File: src/rtl/vbis_pkg.sv
// Shared types and constants for the vertical-blank interval statistics block.
`default_nettype none
package vbis_pkg;

   localparam int DISP_W = 2;
   localparam int SEQ_W  = 64;
   localparam int TIME_W = 63;
   localparam int CSR_W  = 3;
   localparam int CFG_W  = 8;
   localparam int MASK_W = 4;
   localparam int NUM_REFRESH = 4;

   // configuration register indexes
   localparam logic [CSR_W-1:0] CSR_REFRESH_A   = 3'd0;
   localparam logic [CSR_W-1:0] CSR_REFRESH_B   = 3'd1;
   localparam logic [CSR_W-1:0] CSR_REFRESH_C   = 3'd2;
   localparam logic [CSR_W-1:0] CSR_REFRESH_D   = 3'd3;
   localparam logic [CSR_W-1:0] CSR_ACTIVE_MASK = 3'd4;

   localparam logic [CFG_W-1:0]  REFRESH_RESET = 8'd60;
   localparam logic [MASK_W-1:0] ACTIVE_RESET  = 4'hf;

   typedef enum logic {
      CMD_START,
      CMD_STORE
   } cmd_kind_type;

   typedef struct packed {
      cmd_kind_type            kind;
      logic [DISP_W-1:0]       display;
      logic [SEQ_W-1:0]        seq;
      logic [TIME_W-1:0]       vtime;
   } cmd_type;

   typedef enum logic [2:0] {
      B_IDLE,
      B_DIV,
      B_RD,
      B_ACC,
      B_UPD,
      B_DONE
   } back_state_type;

endpackage
`default_nettype wire

File: src/rtl/vbis_queue.sv
// Two-entry command queue between front end and evaluator.
`default_nettype none
module vbis_queue import vbis_pkg::*; (
   input  wire logic    clock,
   input  wire logic    reset,
   input  wire logic    push,
   input  wire cmd_type push_cmd,
   output logic         full,
   output logic         q_valid,
   output cmd_type      q_cmd,
   input  wire logic    pop
);
   cmd_type    slot_ff [2];
   logic       wptr_ff, rptr_ff;
   logic [1:0] cnt_ff;

   assign full    = cnt_ff == 2'd2;
   assign q_valid = cnt_ff != 2'd0;
   assign q_cmd   = slot_ff[rptr_ff];

   always_ff @(posedge clock) begin
      if (reset) begin
         wptr_ff <= 1'b0;
         rptr_ff <= 1'b0;
         cnt_ff  <= 2'd0;
      end else begin
         if (push) begin
            wptr_ff <= !wptr_ff;
         end
         if (pop) begin
            rptr_ff <= !rptr_ff;
         end
         cnt_ff <= cnt_ff + 2'(push) - 2'(pop);
      end
   end

   always_ff @(posedge clock) begin
      if (push) begin
         slot_ff[wptr_ff] <= push_cmd;
      end
   end

endmodule
`default_nettype wire

File: config.mk
export PLATFORM = sky130hd
export DESIGN_NAME = vbis_queue
export DESIGN_NICKNAME = d
export VERILOG_FILES = /design/src/rtl/vbis_pkg.sv /design/src/rtl/vbis_queue.sv
export SDC_FILE = /design/constraint.sdc
export NUM_CORES = 1
export LEC_CHECK = 0
export ABC_CLOCK_PERIOD_IN_PS = 8300
export BUFFER_PORTS_ARGS = -buffer_cell sky130_fd_sc_hd__buf_2
export CORE_ASPECT_RATIO = 0.9
export CORE_MARGIN = 3
export CORE_UTILIZATION = 30
export CTS_CLUSTER_SIZE = 40
export DETAILED_ROUTE_END_ITERATION = 12
export GPL_TIMING_DRIVEN = 0
export SYNTH_ARGS = -nofsm -noshare
export SYNTH_HDL_FRONTEND = slang
export SYNTH_SLANG_ARGS = --single-unit
File: constraint.sdc
create_clock -name clock -period 8.3 [get_ports clock]
set_clock_uncertainty 0.05 [all_clocks]
set_input_delay 0 -clock clock [delete_from_list [all_inputs] [get_ports clock]]
set_output_delay 0 -clock clock [all_outputs]
set_load 0.1 [all_outputs]
Yosys cells after proc, flatten, opt, wreduce, memory -nomap -nowiden
Memories as Yosys holds them, arrays and structs flattened. A register that Yosys moved wholly into a read port is not among the register bits.
Index checks and enable logic that the tools add are counted.
{"block": "word_totals", "register_bits": 4, "latch_bits": 0, "ramBits": 260, "romBits": 0, "inputBits": 134, "memories": 1}
{"memory": "slot_ff", "depth": 2, "word_bits": 130, "read_ports": 1, "rd_clocked_by_memory_dff": 1, "write_ports": 1, "line": "vbis_queue.sv:13", "rtl": "cmd_type slot_ff [2];"}
{"block": "classes", "add_sub_neg": 2, "multipliers": 0, "div": 0, "order_cmp": 0, "n_eq_ne": 1, "shift": 0, "n_mux": 4, "n_bitwise": 0, "n_reduce_logical": 3}
{"cell": "2-to-1 mux 1 bit", "count": 4}
{"cell": "adder 2 x 1 -> 2 bit", "count": 1}
{"cell": "equality test 2 bit, second input constant", "count": 1}
{"cell": "zero test 1 bit", "count": 2}
{"cell": "nonzero test 2 bit", "count": 1}
{"cell": "subtractor 2 x 1 -> 2 bit", "count": 1}

Depth between registers and ports, before layout
{"block": "logic_depth", "word_depth": 3, "depth_mapped": 6, "mapped_depth_nobuf": 6}

Worst setup path after synthesis
OpenSTA, ideal clock, no wires.
{"block": "synth_timing", "path_kind": "reg-to-reg", "from": "register wptr_ff", "to": "memory slot_ff[0][0] (netlist name), enable pin", "setup_ns": 0.636, "arrival_time_ns": 6.073, "t_required_ns": 7.614, "slack_ns": 1.541, "path_stages_with_launch": 2, "path_buffers": 0, "path_cell_list": "dfxtp_1 nor2b_1"}
{"element": "start, declared", "line": "vbis_queue.sv:14", "rtl": "logic wptr_ff, rptr_ff;"}
{"element": "start signal, assigned", "line": "vbis_queue.sv:28", "rtl": "wptr_ff <= !wptr_ff;"}
{"element": "end, declared", "line": "vbis_queue.sv:13"}
No word-level cell before the write port.

==> reports/qor.csv <==
metric,value,unit
initial_core_util,30.83,%
worst-slew-pin-transition,0.6823,ns
dieArea,34270,um^2
ys_warn_count,0,
fin_nets,998,
rows,61,
dpl.hpwl,13.61,mm
cts_root_buffer,clkbuf_16,
vias,5435,
post-route-util,44.64,%
portBuffers,265,
synth_area_leader_cell,edfxtp_1,
rsz0062_at_grt,false,
fillers,2765,
hold_path.class,in -> reg,
overflow,0,
finalSetupViolCount,0,
max_clock_freq,478.5,MHz
post_cts_resized,0,
drt-total-wl,21.06,mm
max-cap-violations,0,
hold_violations,0,
hold_depth,2,
layout.cells.non_filler,1293,
finalSetupTns,0,ns
routedWlPerCell,16.29,um
crit_path_end_kind,output port,
fp.dieH,175.9,um
grt_pass1_vias,6083,
slew_headroom,54.42,%
cts_tree,yes,
yosysUniqueCellTypes,14,
ioPinCount,266,
synth_top_area_share,81.11,%
htreeDepth,1,
fin_ws,6.210,ns
power_leakage,0.005253,uW
arrival,2.04,ns
synth-seq-cells,265,
gp_congestion,0.7020,
grt_max_degree,52,
syn_inst,425,
ff2ff_path_depth,3,
path_class,reg -> out,
firstDrtPassIters,4,
cts_max_path_buffers,3,
placedCellCount,1106,
start_kind,flip-flop,
syn_to_final_growth,44.76,%
grt_usage,11.98,%
hold_slack,0.1410,ns
mostFrequentLayoutCells,"buf_2, edfxtp_1, dlygate4sd3_1",
drt_iter0_drc,207,
layout_commonest_cell,buf_2,
grt_antenna_before_repair,1,
cp.required,8.25,ns
grt_pass1_wl,32.85,mm
reg2reg_slack,6.32,ns
cts_sinks,265,
numCtsBuffers,29,
seq_area_frac_synth,82.15,%
clock_latency,0.53,ns
clk_pin_slew,0.06,ns
p_per_area,269.1,nW/um^2
status,"finished, final reports clean",
slew_viol_final,0,
pre_cts_ws,6.243,ns
drive_gt1_share,52.43,%
core_area,31220,um^2
finalCritPeriodShare,25.18,%
syn_nets,561,
die_w,194.8,um
synth_area,9625,um^2
ys_top_cells_by_area,"edfxtp_1, mux2_2, buf_6",
syn_avg_cell_area,22.65,um^2
post-cts-setup-buffers,0,
ir_worst_vdd,0.1994,mV
drc_errors,0,
finalCriticalPeriod,2.090,ns
postRouteAntennaNets,0,
vias_per_cell,4.203,
worst-path-max-fanout,10,
-- registers in the layout, summed over array words and instances (netlist names), named ones only --
name	flops
rptr_ff	1
slot_ff	260
cnt_ff	2
wptr_ff	1
-- path summary, 6_finish.rpt --
| kind | from | end |
|---|---|---|
| setup / recovery | flip-flop | q_cmd[110] |
| hold / removal | push_cmd[38] | slot_ff[1][38] |
| setup reg to reg | wptr_ff | slot_ff[1][105] |
| hold reg to reg | rptr_ff | flip-flop |
-- power breakdown --
group	switching, uW	leakage [uW]	internal, uW
registers	17.5	0.00248	1560
logic	691	0.00231	211
clock network	505	0.000457	763
-- through the flow --
stage	total power [uW]	instance area, um^2
final	3749	13930
after global placement	2468	11460
after global routing	3885	13930
after floorplan	2310	9625
after CTS	3798	13930
after detailed placement	2466	11640
-- cell families (layout without fill, tap and decap cells) --
logic type               Yosys count  in the layout  synth area share (%)
flip-flops                       265            265                 82.15
XOR/XNOR                           3              3                0.4160
buffers and inverters             16            474                 1.482
other                              0              1                     0
AND/OR/NAND/NOR                    9              9                0.4810
adder cells (fa/ha/maj)            2              2                0.2599
multiplexers                     130            130                 15.21
-- layout make-up --
class / count / area (um^2) / share of cell area [%]
sequential: 265 / 7908 / 56.75
timing repair buffer: 406 / 2838 / 20.37
multi-input combinational: 144 / 1585 / 11.38
clock buffer: 33 / 740.7 / 5.316
tap: 409 / 511.7 / 3.673
clock inverter: 19 / 205.2 / 1.473
buffer: 14 / 135.1 / 0.9698
inverter: 2 / 7.507 / 0.05388
antenna: 1 / 2.502 / 0.01796
-- critical path: stages (launching register included) --
cell and delay [ns]:
dfxtp_1 0.35, buf_4 0.29, buf_6 0.21, mux2_2 0.36, buf_2 0.30
-- cell usage after synthesis --
| cell | instances |
|---|---|
| xnor3_1 | 1 |
| ha_1 | 2 |
| edfxtp_1 | 260 |
| and2_1 | 1 |
| nor2_1 | 4 |
| buf_6 | 10 |
| nor2b_1 | 3 |
| inv_1 | 2 |
| dfxtp_1 | 5 |
| or2_2 | 1 |
| mux2_2 | 130 |
| buf_2 | 3 |
| xnor2_1 | 2 |
| buf_4 | 1 |
-- what timing repair did --
item                                    in CTS  in global routing
endpoints found under the setup margin       0                  0
hold buffers                               134                  0
hold endpoints to repair                   281                  0
-- metal layers --
layer / track usage [%] / up-vias / share of wire, %
met5: 0 / - / 0
met4: 2.495 / 0 / 2.1
met3: 3.759 / 24 / 7.5
met2: 20.88 / 184 / 49
met1: 14.80 / 2652 / 41
li1: - / 2575 / -
Note: power is estimated with default switching activity, not from simulation.
