[src/rtl/vbis_pkg.sv]
// Shared types and constants for the vertical-blank interval statistics block.
`default_nettype none
package vbis_pkg;

   localparam int DISP_W = 2;
   localparam int SEQ_W  = 64;
   localparam int TIME_W = 63;
   localparam int CSR_W  = 3;
   localparam int CFG_W  = 8;
   localparam int MASK_W = 4;
   localparam int NUM_REFRESH = 4;

   // configuration register indexes
   localparam logic [CSR_W-1:0] CSR_REFRESH_A   = 3'd0;
   localparam logic [CSR_W-1:0] CSR_REFRESH_B   = 3'd1;
   localparam logic [CSR_W-1:0] CSR_REFRESH_C   = 3'd2;
   localparam logic [CSR_W-1:0] CSR_REFRESH_D   = 3'd3;
   localparam logic [CSR_W-1:0] CSR_ACTIVE_MASK = 3'd4;

   localparam logic [CFG_W-1:0]  REFRESH_RESET = 8'd60;
   localparam logic [MASK_W-1:0] ACTIVE_RESET  = 4'hf;

   typedef enum logic {
      CMD_START,
      CMD_STORE
   } cmd_kind_type;

   typedef struct packed {
      cmd_kind_type            kind;
      logic [DISP_W-1:0]       display;
      logic [SEQ_W-1:0]        seq;
      logic [TIME_W-1:0]       vtime;
   } cmd_type;

   typedef enum logic [2:0] {
      B_IDLE,
      B_DIV,
      B_RD,
      B_ACC,
      B_UPD,
      B_DONE
   } back_state_type;

endpackage
`default_nettype wire

[src/rtl/vbis_front.sv]
// Front end: accepts events, drops inactive displays, marks first events as start points.
`default_nettype none
module vbis_front import vbis_pkg::*; #(
   parameter int NUM_DISPLAYS = 4
) (
   input  wire logic               clock,
   input  wire logic               reset,
   input  wire logic               req_valid,
   output logic                    req_stall,
   input  wire logic [DISP_W-1:0]  req_display,
   input  wire logic [SEQ_W-1:0]   req_vblank_seq,
   input  wire logic [TIME_W-1:0]  req_vblank_time,
   input  wire logic [MASK_W-1:0]  active_mask,
   output logic                    push,
   output cmd_type                 push_cmd,
   input  wire logic               q_full
);
   localparam int DW = (NUM_DISPLAYS > 1) ? $clog2(NUM_DISPLAYS) : 1;

   logic                   stage_valid_ff, stage_valid_in;
   logic [DISP_W-1:0]      stage_disp_ff;
   logic [SEQ_W-1:0]       stage_seq_ff;
   logic [TIME_W-1:0]      stage_time_ff;
   logic [NUM_DISPLAYS-1:0] started_ff, started_in;
   logic                   present, active, need_push, consume;
   logic [DW-1:0]          dix;

   always_comb begin
      dix       = DW'(stage_disp_ff);
      present   = 32'(stage_disp_ff) < NUM_DISPLAYS;
      active    = present && active_mask[stage_disp_ff];
      need_push = stage_valid_ff && active;
      consume   = stage_valid_ff && !(need_push && q_full);
      req_stall = stage_valid_ff && need_push && q_full;
      push      = need_push && !q_full;
      push_cmd.kind    = (present && started_ff[dix]) ? CMD_STORE : CMD_START;
      push_cmd.display = stage_disp_ff;
      push_cmd.seq     = stage_seq_ff;
      push_cmd.vtime   = stage_time_ff;
      started_in = started_ff;
      if (push) begin
         started_in[dix] = 1'b1;
      end
      stage_valid_in = (stage_valid_ff && !consume) || (req_valid && !req_stall);
   end

   always_ff @(posedge clock) begin
      if (reset) begin
         stage_valid_ff <= 1'b0;
         started_ff     <= '0;
      end else begin
         stage_valid_ff <= stage_valid_in;
         started_ff     <= started_in;
      end
   end

   always_ff @(posedge clock) begin
      if (req_valid && !req_stall) begin
         stage_disp_ff <= req_display;
         stage_seq_ff  <= req_vblank_seq;
         stage_time_ff <= req_vblank_time;
      end
   end

endmodule
`default_nettype wire

[config.mk]
export PLATFORM = sky130hd
export DESIGN_NAME = vbis_front
export DESIGN_NICKNAME = d
export VERILOG_FILES = /design/src/rtl/vbis_pkg.sv /design/src/rtl/vbis_front.sv
export SDC_FILE = /design/constraint.sdc
export NUM_CORES = 1
export LEC_CHECK = 0
export BUFFER_PORTS_ARGS = -buffer_cell sky130_fd_sc_hd__buf_4
export CAP_MARGIN = 10
export CORE_AREA = 2 2 105 107
export CTS_CLUSTER_DIAMETER = 200
export DETAILED_ROUTE_END_ITERATION = 6
export DIE_AREA = 0 0 107 109
export PLACE_DENSITY = 0.81
export SLEW_MARGIN = 0
export SYNTH_ARGS = -nofsm -noshare
export SYNTH_HDL_FRONTEND = slang
export SYNTH_SLANG_ARGS = --single-unit
export TNS_END_PERCENT = 30
[constraint.sdc]
create_clock -name clock -period 10.3 [get_ports clock]
set_clock_uncertainty 0.05 [all_clocks]
set_input_delay 0.515 -clock clock [delete_from_list [all_inputs] [get_ports clock]]
set_output_delay 0.515 -clock clock [all_outputs]
set_load 0.02 [all_outputs]
# Yosys cells after proc, flatten, opt, wreduce, memory -nomap -nowiden
# Cells that the tools add are included.
[classes]
bitwise = 1
n_mux = 7
order_cmp = 2
n_reduce_logical = 14
[ops]
columns = ["op", "count"]
rows = [
  ["$logic_and 1x1->1", 9],
  ["$bmux 1 s2", 2],
  ["$logic_not 1->1", 4],
  ["$mux 1", 4],
  ["$or 4x4->4", 1],
  ["$lt 2x3->1 const B", 1],
  ["$demux 1 s2", 1],
  ["$ge 2x1->1 const B", 1],
  ["$logic_or 1x1->1", 1],
]
[word_totals]
register_bits = 134
input_bits = 137
wordCells = 29
out_inout_bits = 132

# Longest topological paths before layout
# Gate-level depths: netlist (run 1).
[logic_depth]
word_depth = 9
ltp_mapped = 3
ltp_nobuf = 3

# Least setup slack after synthesis (run 1)
# Ideal clock, no wire load.
[synth_timing]
kind = "reg-to-reg"
from = "register stage_disp_ff[1] (netlist: dix[1])"
to = "register stage_disp_ff[0] (netlist: dix[0]), enable pin"
path_buffers = 0
stages_incl_launch_ff = 4
required_time_ns = 9.631
synth_period_minus_slack_ns = 7.072
arrival_ns = 6.403
setup_ns = 0.619
path_slack_ns = 3.228
cell_sequence = "edfxtp_1 -> mux2i_1 -> o22ai_2 -> nor2_1"
[synth_between]
elab_chain_cells = 7
[synth_rtl]
columns = ["item", "line", "text"]
rows = [
  ["start: declaration", "vbis_front.sv:21", "logic [DISP_W-1:0] stage_disp_ff;"],
  ["start signal: assignment", "vbis_front.sv:59", "stage_disp_ff <= req_display;"],
  ["$bmux 1 s2", "vbis_front.sv:31", "active = present && active_mask[stage_disp_ff];"],
  ["$mux 1 (implied by the code)", "vbis_front.sv:31", ""],
  ["$logic_and 1x1->1", "vbis_front.sv:32", "need_push = stage_valid_ff && active;"],
  ["$logic_and 1x1->1 (2 in series)", "vbis_front.sv:34", "req_stall = stage_valid_ff && need_push && q_full;"],
  ["named net req_stall", "vbis_front.sv:9", "output logic req_stall,"],
  ["$logic_not 1->1", "vbis_front.sv:58", "if (req_valid && !req_stall) begin"],
  ["$logic_and 1x1->1", "vbis_front.sv:58", ""],
]
# The timed path passes the listed nets, and every way through them passes these cells. The select of a mux whose other input is x is not followed.
# A chain may end at the register's enable or synchronous reset.

# Final worst setup path (run 1)
[layout_timing]
from = "register stage_disp_ff[1] (netlist: dix[1])"
to = "output push"
[layout_between]
elab_chain_cells = 4
[layout_rtl]
columns = ["item", "line", "text"]
rows = [
  ["$bmux 1 s2", "vbis_front.sv:31", ""],
  ["$mux 1 (implied by the code)", "vbis_front.sv:31", ""],
  ["$logic_and 1x1->1", "vbis_front.sv:32", ""],
  ["$logic_and 1x1->1", "vbis_front.sv:35", "push = need_push && !q_full;"],
  ["end: declaration", "vbis_front.sv:14", "output logic push,"],
]
# No other way between the ends. The select of a mux whose other input is x is not followed.

==> flow_metrics.py, run 1 <==
metrics = {
    "route": {
        "wl_per_cell_microns": 16.9,
        "vias": 2646,
        "antenna_left": 0,
        "firstDrtPassIters": 4,
        "drt_wl_total_mm": 10.1,
        "drc": 0,
        "vias_per_cell": 4.42,
        "drt_iter0_markers": 128,
    },
    "global_route": {
        "grt_pass1_wl_mm": 14.1,
        "grt_max_degree": 73,
        "antenna_found_initial": 0,
        "grt_usage_pct": 17.0,
        "grt_pass1_vias": 2724,
        "grt_overflow": 0,
    },
    "clock_tree": {
        "postCtsResizedCells": 0,
        "clock_path_buffers": 2,
        "htree_levels": 4,
        "cts_root_buf": "clkbuf_8",
        "clock_sinks": 134,
        "ctsHoldBuffers": 0,
        "numCtsBuffers": 17,
        "clock_latency_ps": 500,
        "path_clk_slew_ps": 60,
        "cts_setup_buffers": 0,
        "cts_tree": "yes",
    },
    "die": {
        "die_y_microns": 109,
        "pin_count": 269,
        "die-area_sq_um": 11700,
        "initial_core_util_pct": 39.1,
        "core_area_sq_um": 10600,
        "rows": 38,
        "die_x_microns": 107,
    },
    "synth": {
        "ys_ff_latch": 134,
        "synth_compound_area_share_pct": 1.15,
        "synth_top_family_by_area": "simple AND/OR/NAND/NOR gates",
        "ys_types": 15,
        "ys_seq_area_share_pct": 96.0,
        "syn_area_per_cell_sq_um": 26.4,
        "synth_simple_gate_area_share_pct": 1.60,
        "syn_inst": 157,
        "synth_mux_area_share_pct": 1.12,
        "yosysWarnings": 0,
        "yosys.area_share.adder_pct": 0,
        "yosys.area_share.xor_xnor_pct": 0,
        "syn_area_sq_um": 4140,
        "syn-num-nets": 294,
    },
    "layout": {
        "drive_above_1_share_pct": 65.7,
        "area_delta_synth_final_pct": 67.3,
        "fin_util_pct": 65.3,
        "n_antenna_cell": 0,
        "nNetsFinal": 583,
        "final_cells": 598,
    },
    "sta": {
        "min_period_ps": 2350,
        "tightest_slew_ps": 874,
        "drv_slew": 0,
        "setup_tns_ps": 0,
        "hold_violations": 0,
        "max_freq_mhz": 425,
        "fin_crit_sh_pct": 22.8,
        "max_slew_margin_pct": 41.7,
        "setup_viol": 0,
        "whs_ps": 128,
        "grt_setup_unrepaired": "no",
    },
    "critical_path": {
        "startpoint_type": "flop",
        "required_ps": 9740,
        "cp-end-kind": "output pin",
        "worst-setup-path-type": "flop to output pin",
        "cp.arrival_ps": 1790,
        "cp_max_fo": 6,
    },
    "placement": {
        "port_buffers": 268,
        "hpwl_mm": 7.71,
        "gp_congestion": 0.732,
        "dp_cells": 567,
    },
    "power": {
        "powerDensity_nw_per_um2": 198,
        "finalPower_mw": 1.37,
        "leakagePower_nw": 2.95,
        "peakVddDrop_mv": 0.137,
    },
    "run_status": {
        "status": "completed",
    },
    "flow_run": {
        "maxCapViolCount": 0,
    },
    "hold_path": {
        "min_path_type": "primary input to flop",
    },
}
worst paths after layout:
check / startpoint / endpoint / slack [ps] / cells after the start
min: req_vblank_time[1] / stage_time_ff[1] / 130 / 1
max: dix[1] / push / 7950 / 4
min reg2reg: started_ff[3] / started_ff[3] / 460 / 2
max reg2reg: dix[1] / stage_time_ff[48] / 8080 / 4
area by class of cell:
cell class              count  area [sq um]
inverters                   2          7.51
multi-input cells          21           168
clock buffers              19           422
repair buffers            270          2030
flip-flops and latches    134          3970
clock inverters            12           155
fillers                   738          3670
well taps                 140           175
cells in the mapped netlist, drive strengths merged:
| library cell | instances | area [sq um] |
|---|---|---|
| edfxtp | 129 | 3870 |
| dfxtp | 5 | 100 |
| nor2 | 5 | 18.8 |
| a31oi | 4 | 25.0 |
| inv | 2 | 7.51 |
| mux2i | 2 | 20.0 |
| nand2 | 2 | 7.51 |
| and3b | 1 | 10.0 |
| and4b | 1 | 10.0 |
| mux4 | 1 | 26.3 |
| nand3 | 1 | 5.00 |
| nand3b | 1 | 7.51 |
| nor3b | 1 | 7.51 |
| o21ba | 1 | 10.0 |
| o22ai | 1 | 12.5 |
critical path: stages (launching register included):
cell and delay [ps]:
edfxtp_1 480, mux2i_1 330, nand2_1 100, and4b_1 220, buf_4 160
per-layer routing:
metal	global-route usage (%)	vias to the layer above	routed length, microns
met1	16.7	1233	3390
met2	30.5	185	5360
met5	0	-	0
met3	8.67	12	1190
li1	-	1216	-
met4	6.49	0	159
sequential cells by signal (all words and copies together), names as in the netlist:
name	flops
started_ff	4
stage_valid_ff	1
stage_seq_ff	64
stage_time_ff	63
dix	2
power breakdown:
group	leakage (nW)	switching, mW	internal, mW
Combinational	1.38	0.0741	0.0710
Sequential	1.30	0.0103	0.637
Clock	0.268	0.214	0.367
Total	2.95	0.298	1.07
kinds of logic (layout without fill, tap and decap cells):
group / Yosys count / count (layout)
AND/OR/NAND/NOR: 12 / 12
flip-flops: 134 / 134
AO/OA/AOI/OAI: 6 / 6
multiplexers: 3 / 3
buffers and inverters: 2 / 303
placed cells by master (no fill, tap or decap):
cell,instances
buf_4,270
edfxtp_1,129
clkbuf_16,16
dfxtp_1,5
a31oi_1,4
nor2_1,4
clkinvlp_4,4
bufinv_16,3
mux2i_1,2
nand2_1,2
inv_1,2
clkbuf_1,2
clkinv_4,2
and4b_1,1
mux4_1,1
nand3_1,1
nand3b_1,1
o22ai_2,1
nor2_4,1
and3b_2,1
nor3b_1,1
o21ba_1,1
clkbuf_8,1
clkinv_2,1
clkinv_1,1
inv_6,1
metrics by stage:
stage          instance area (sq um)  setup WS (ps)
6_report                        6930           7950
3_3_place_gp                    6350           8090
5_1_grt                         6930           7890
2_1_floorplan                   4140           3230
4_1_cts                         6930           7930
3_5_place_dp                    6350           7990
Power figures use the tool's default switching activity.
==> run 2: changes to the inputs <==
--- a/config.mk
+++ b/config.mk
@@ -5,13 +5,14 @@
 export SDC_FILE = /design/constraint.sdc
 export NUM_CORES = 1
 export LEC_CHECK = 0
+export ABC_AREA = 1
 export BUFFER_PORTS_ARGS = -buffer_cell sky130_fd_sc_hd__buf_4
 export CAP_MARGIN = 10
-export CORE_AREA = 2 2 105 107
+export CORE_MARGIN = 2
+export CORE_UTILIZATION = 42
 export CTS_CLUSTER_DIAMETER = 200
 export DETAILED_ROUTE_END_ITERATION = 6
-export DIE_AREA = 0 0 107 109
-export PLACE_DENSITY = 0.81
+export PLACE_DENSITY = 0.85
 export SLEW_MARGIN = 0
 export SYNTH_ARGS = -nofsm -noshare
 export SYNTH_HDL_FRONTEND = slang
==> constraint.sdc (replaced) <==
create_clock -name clock -period 2.45 [get_ports clock]
set_clock_uncertainty 0.05 [all_clocks]
set_input_delay 0.1225 -clock clock [delete_from_list [all_inputs] [get_ports clock]]
set_output_delay 0.1225 -clock clock [all_outputs]
set_load 0.02 [all_outputs]
==> flow_metrics.py, run 2 <==
metrics = {
    "run_status": {
        "status": "aborted with a tool error",
        "stop_stage": "clock tree synthesis (4_1_cts)",
        "error": "[ERROR RSZ-0060] Max buffer count reached.",
    },
    "synth": {
        "synth_area_leaders": "edfxtp_1 93%, dfxtp_1 2.4%, nand2_1 1.3%",
        "syn-num-nets": 312,
        "ys_types": 10,
        "synth_area_leader_cell": "edfxtp_1",
        "synth-edff-count": 129,
        "yosysWarnings": 0,
        "syn_area_per_cell_sq_um": 23.8,
        "ys_seq_area_share_pct": 95.6,
        "synth_ff_type": "edfxtp_1",
        "syn_area_sq_um": 4160,
        "async_flop_share_pct": 0,
        "synth_common_cells": "129 x edfxtp_1, 14 x nand2_1, 11 x inv_1",
        "syn_inst": 175,
        "yosysMostFrequentCell": "edfxtp_1",
        "netlist.area_leader.share_pct": 93.2,
        "ys_ff_latch": 134,
    },
    "placement": {
        "gp_congestion": 0.768,
        "port_buffers": 268,
        "placed_area_sq_um": 6380,
        "hpwl_mm": 8.24,
    },
    "die": {
        "rows": 36,
        "initial_core_util_pct": 42.9,
        "die_x_microns": 103,
        "pin_count": 269,
        "die_y_microns": 103,
    },
    "clock_tree": {
        "numCtsBuffers": 17,
        "cts_setup_buffers": 0,
        "clock_sinks": 134,
        "clock_path_buffers": 2,
        "postCtsResizedCells": 0,
        "htree_levels": 4,
        "ctsHoldBuffers": 123,
        "cts_root_buf": "clkbuf_8",
    },
}
-- run 2: kinds of logic after synthesis --
group / Yosys count / synth area share (%)
flops: 134 / 95.6
simple gates: 24 / 2.62
buf+inv: 11 / 0.993
compound gates: 6 / 0.812
-- run 2: stage by stage --
step                      util (%)  setup slack (ps)  cells  setup TNS, ps
after detailed placement      65.9               592    578              0
after global placement        65.9               658    578              0
after floorplan                  -              -951    175        -122740
==> run 3: changes to the inputs <==
--- a/config.mk
+++ b/config.mk
@@ -9,10 +9,9 @@
 export BUFFER_PORTS_ARGS = -buffer_cell sky130_fd_sc_hd__buf_4
 export CAP_MARGIN = 10
 export CORE_MARGIN = 2
-export CORE_UTILIZATION = 42
-export CTS_CLUSTER_DIAMETER = 200
+export CORE_UTILIZATION = 40
 export DETAILED_ROUTE_END_ITERATION = 6
-export PLACE_DENSITY = 0.85
+export PLACE_DENSITY_LB_ADDON = 0.15
 export SLEW_MARGIN = 0
 export SYNTH_ARGS = -nofsm -noshare
 export SYNTH_HDL_FRONTEND = slang
==> flow_metrics.py, run 3 <==
metrics = {
    "run_status": {
        "status": "aborted with a tool error",
        "stop_stage": "clock tree synthesis (4_1_cts)",
        "error": "[ERROR RSZ-0060] Max buffer count reached.",
    },
    "placement": {
        "placed_area_sq_um": 6390,
        "gp_congestion": 0.825,
        "place_ws_ps": 373,
        "port_buffers": 268,
        "hpwl_mm": 7.66,
    },
    "synth": {
        "synth_ff_type": "edfxtp_1",
        "synth_area_leader_cell": "edfxtp_1",
        "syn_area_sq_um": 4160,
        "ys_ff_latch": 134,
        "async_flop_share_pct": 0,
        "syn_inst": 175,
        "synth_common_cells": "129 x edfxtp_1, 14 x nand2_1, 11 x inv_1",
        "ys_types": 10,
        "yosysMostFrequentCell": "edfxtp_1",
        "ys_seq_area_share_pct": 95.6,
        "syn-num-nets": 312,
        "netlist.area_leader.share_pct": 93.2,
        "syn_area_per_cell_sq_um": 23.8,
        "synth-edff-count": 129,
        "synth_area_leaders": "edfxtp_1 93%, dfxtp_1 2.4%, nand2_1 1.3%",
        "yosysWarnings": 0,
    },
    "clock_tree": {
        "htree_levels": 4,
        "cts_setup_buffers": 0,
        "clock_path_buffers": 2,
        "clock_sinks": 134,
        "ctsHoldBuffers": 123,
        "postCtsResizedCells": 0,
        "cts_root_buf": "clkbuf_8",
        "numCtsBuffers": 17,
    },
    "die": {
        "pin_count": 269,
        "initial_core_util_pct": 40.8,
        "rows": 37,
        "die_y_microns": 106,
        "die_x_microns": 106,
    },
}
## run 3: cell counts after synthesis
No cell type changed its count.
## run 3: cells by family after synthesis
| group | after synthesis | synth area share, % |
|---|---|---|
| buffers and inverters | 11 | 0.993 |
| flip-flops | 134 | 95.6 |
| AND/OR/NAND/NOR | 24 | 2.62 |
| AO/OA/AOI/OAI | 6 | 0.812 |
## run 3: through the flow
stage,instances,utilization (%)
global placement,581,62.7
floorplan,175,-
detailed placement,581,62.7
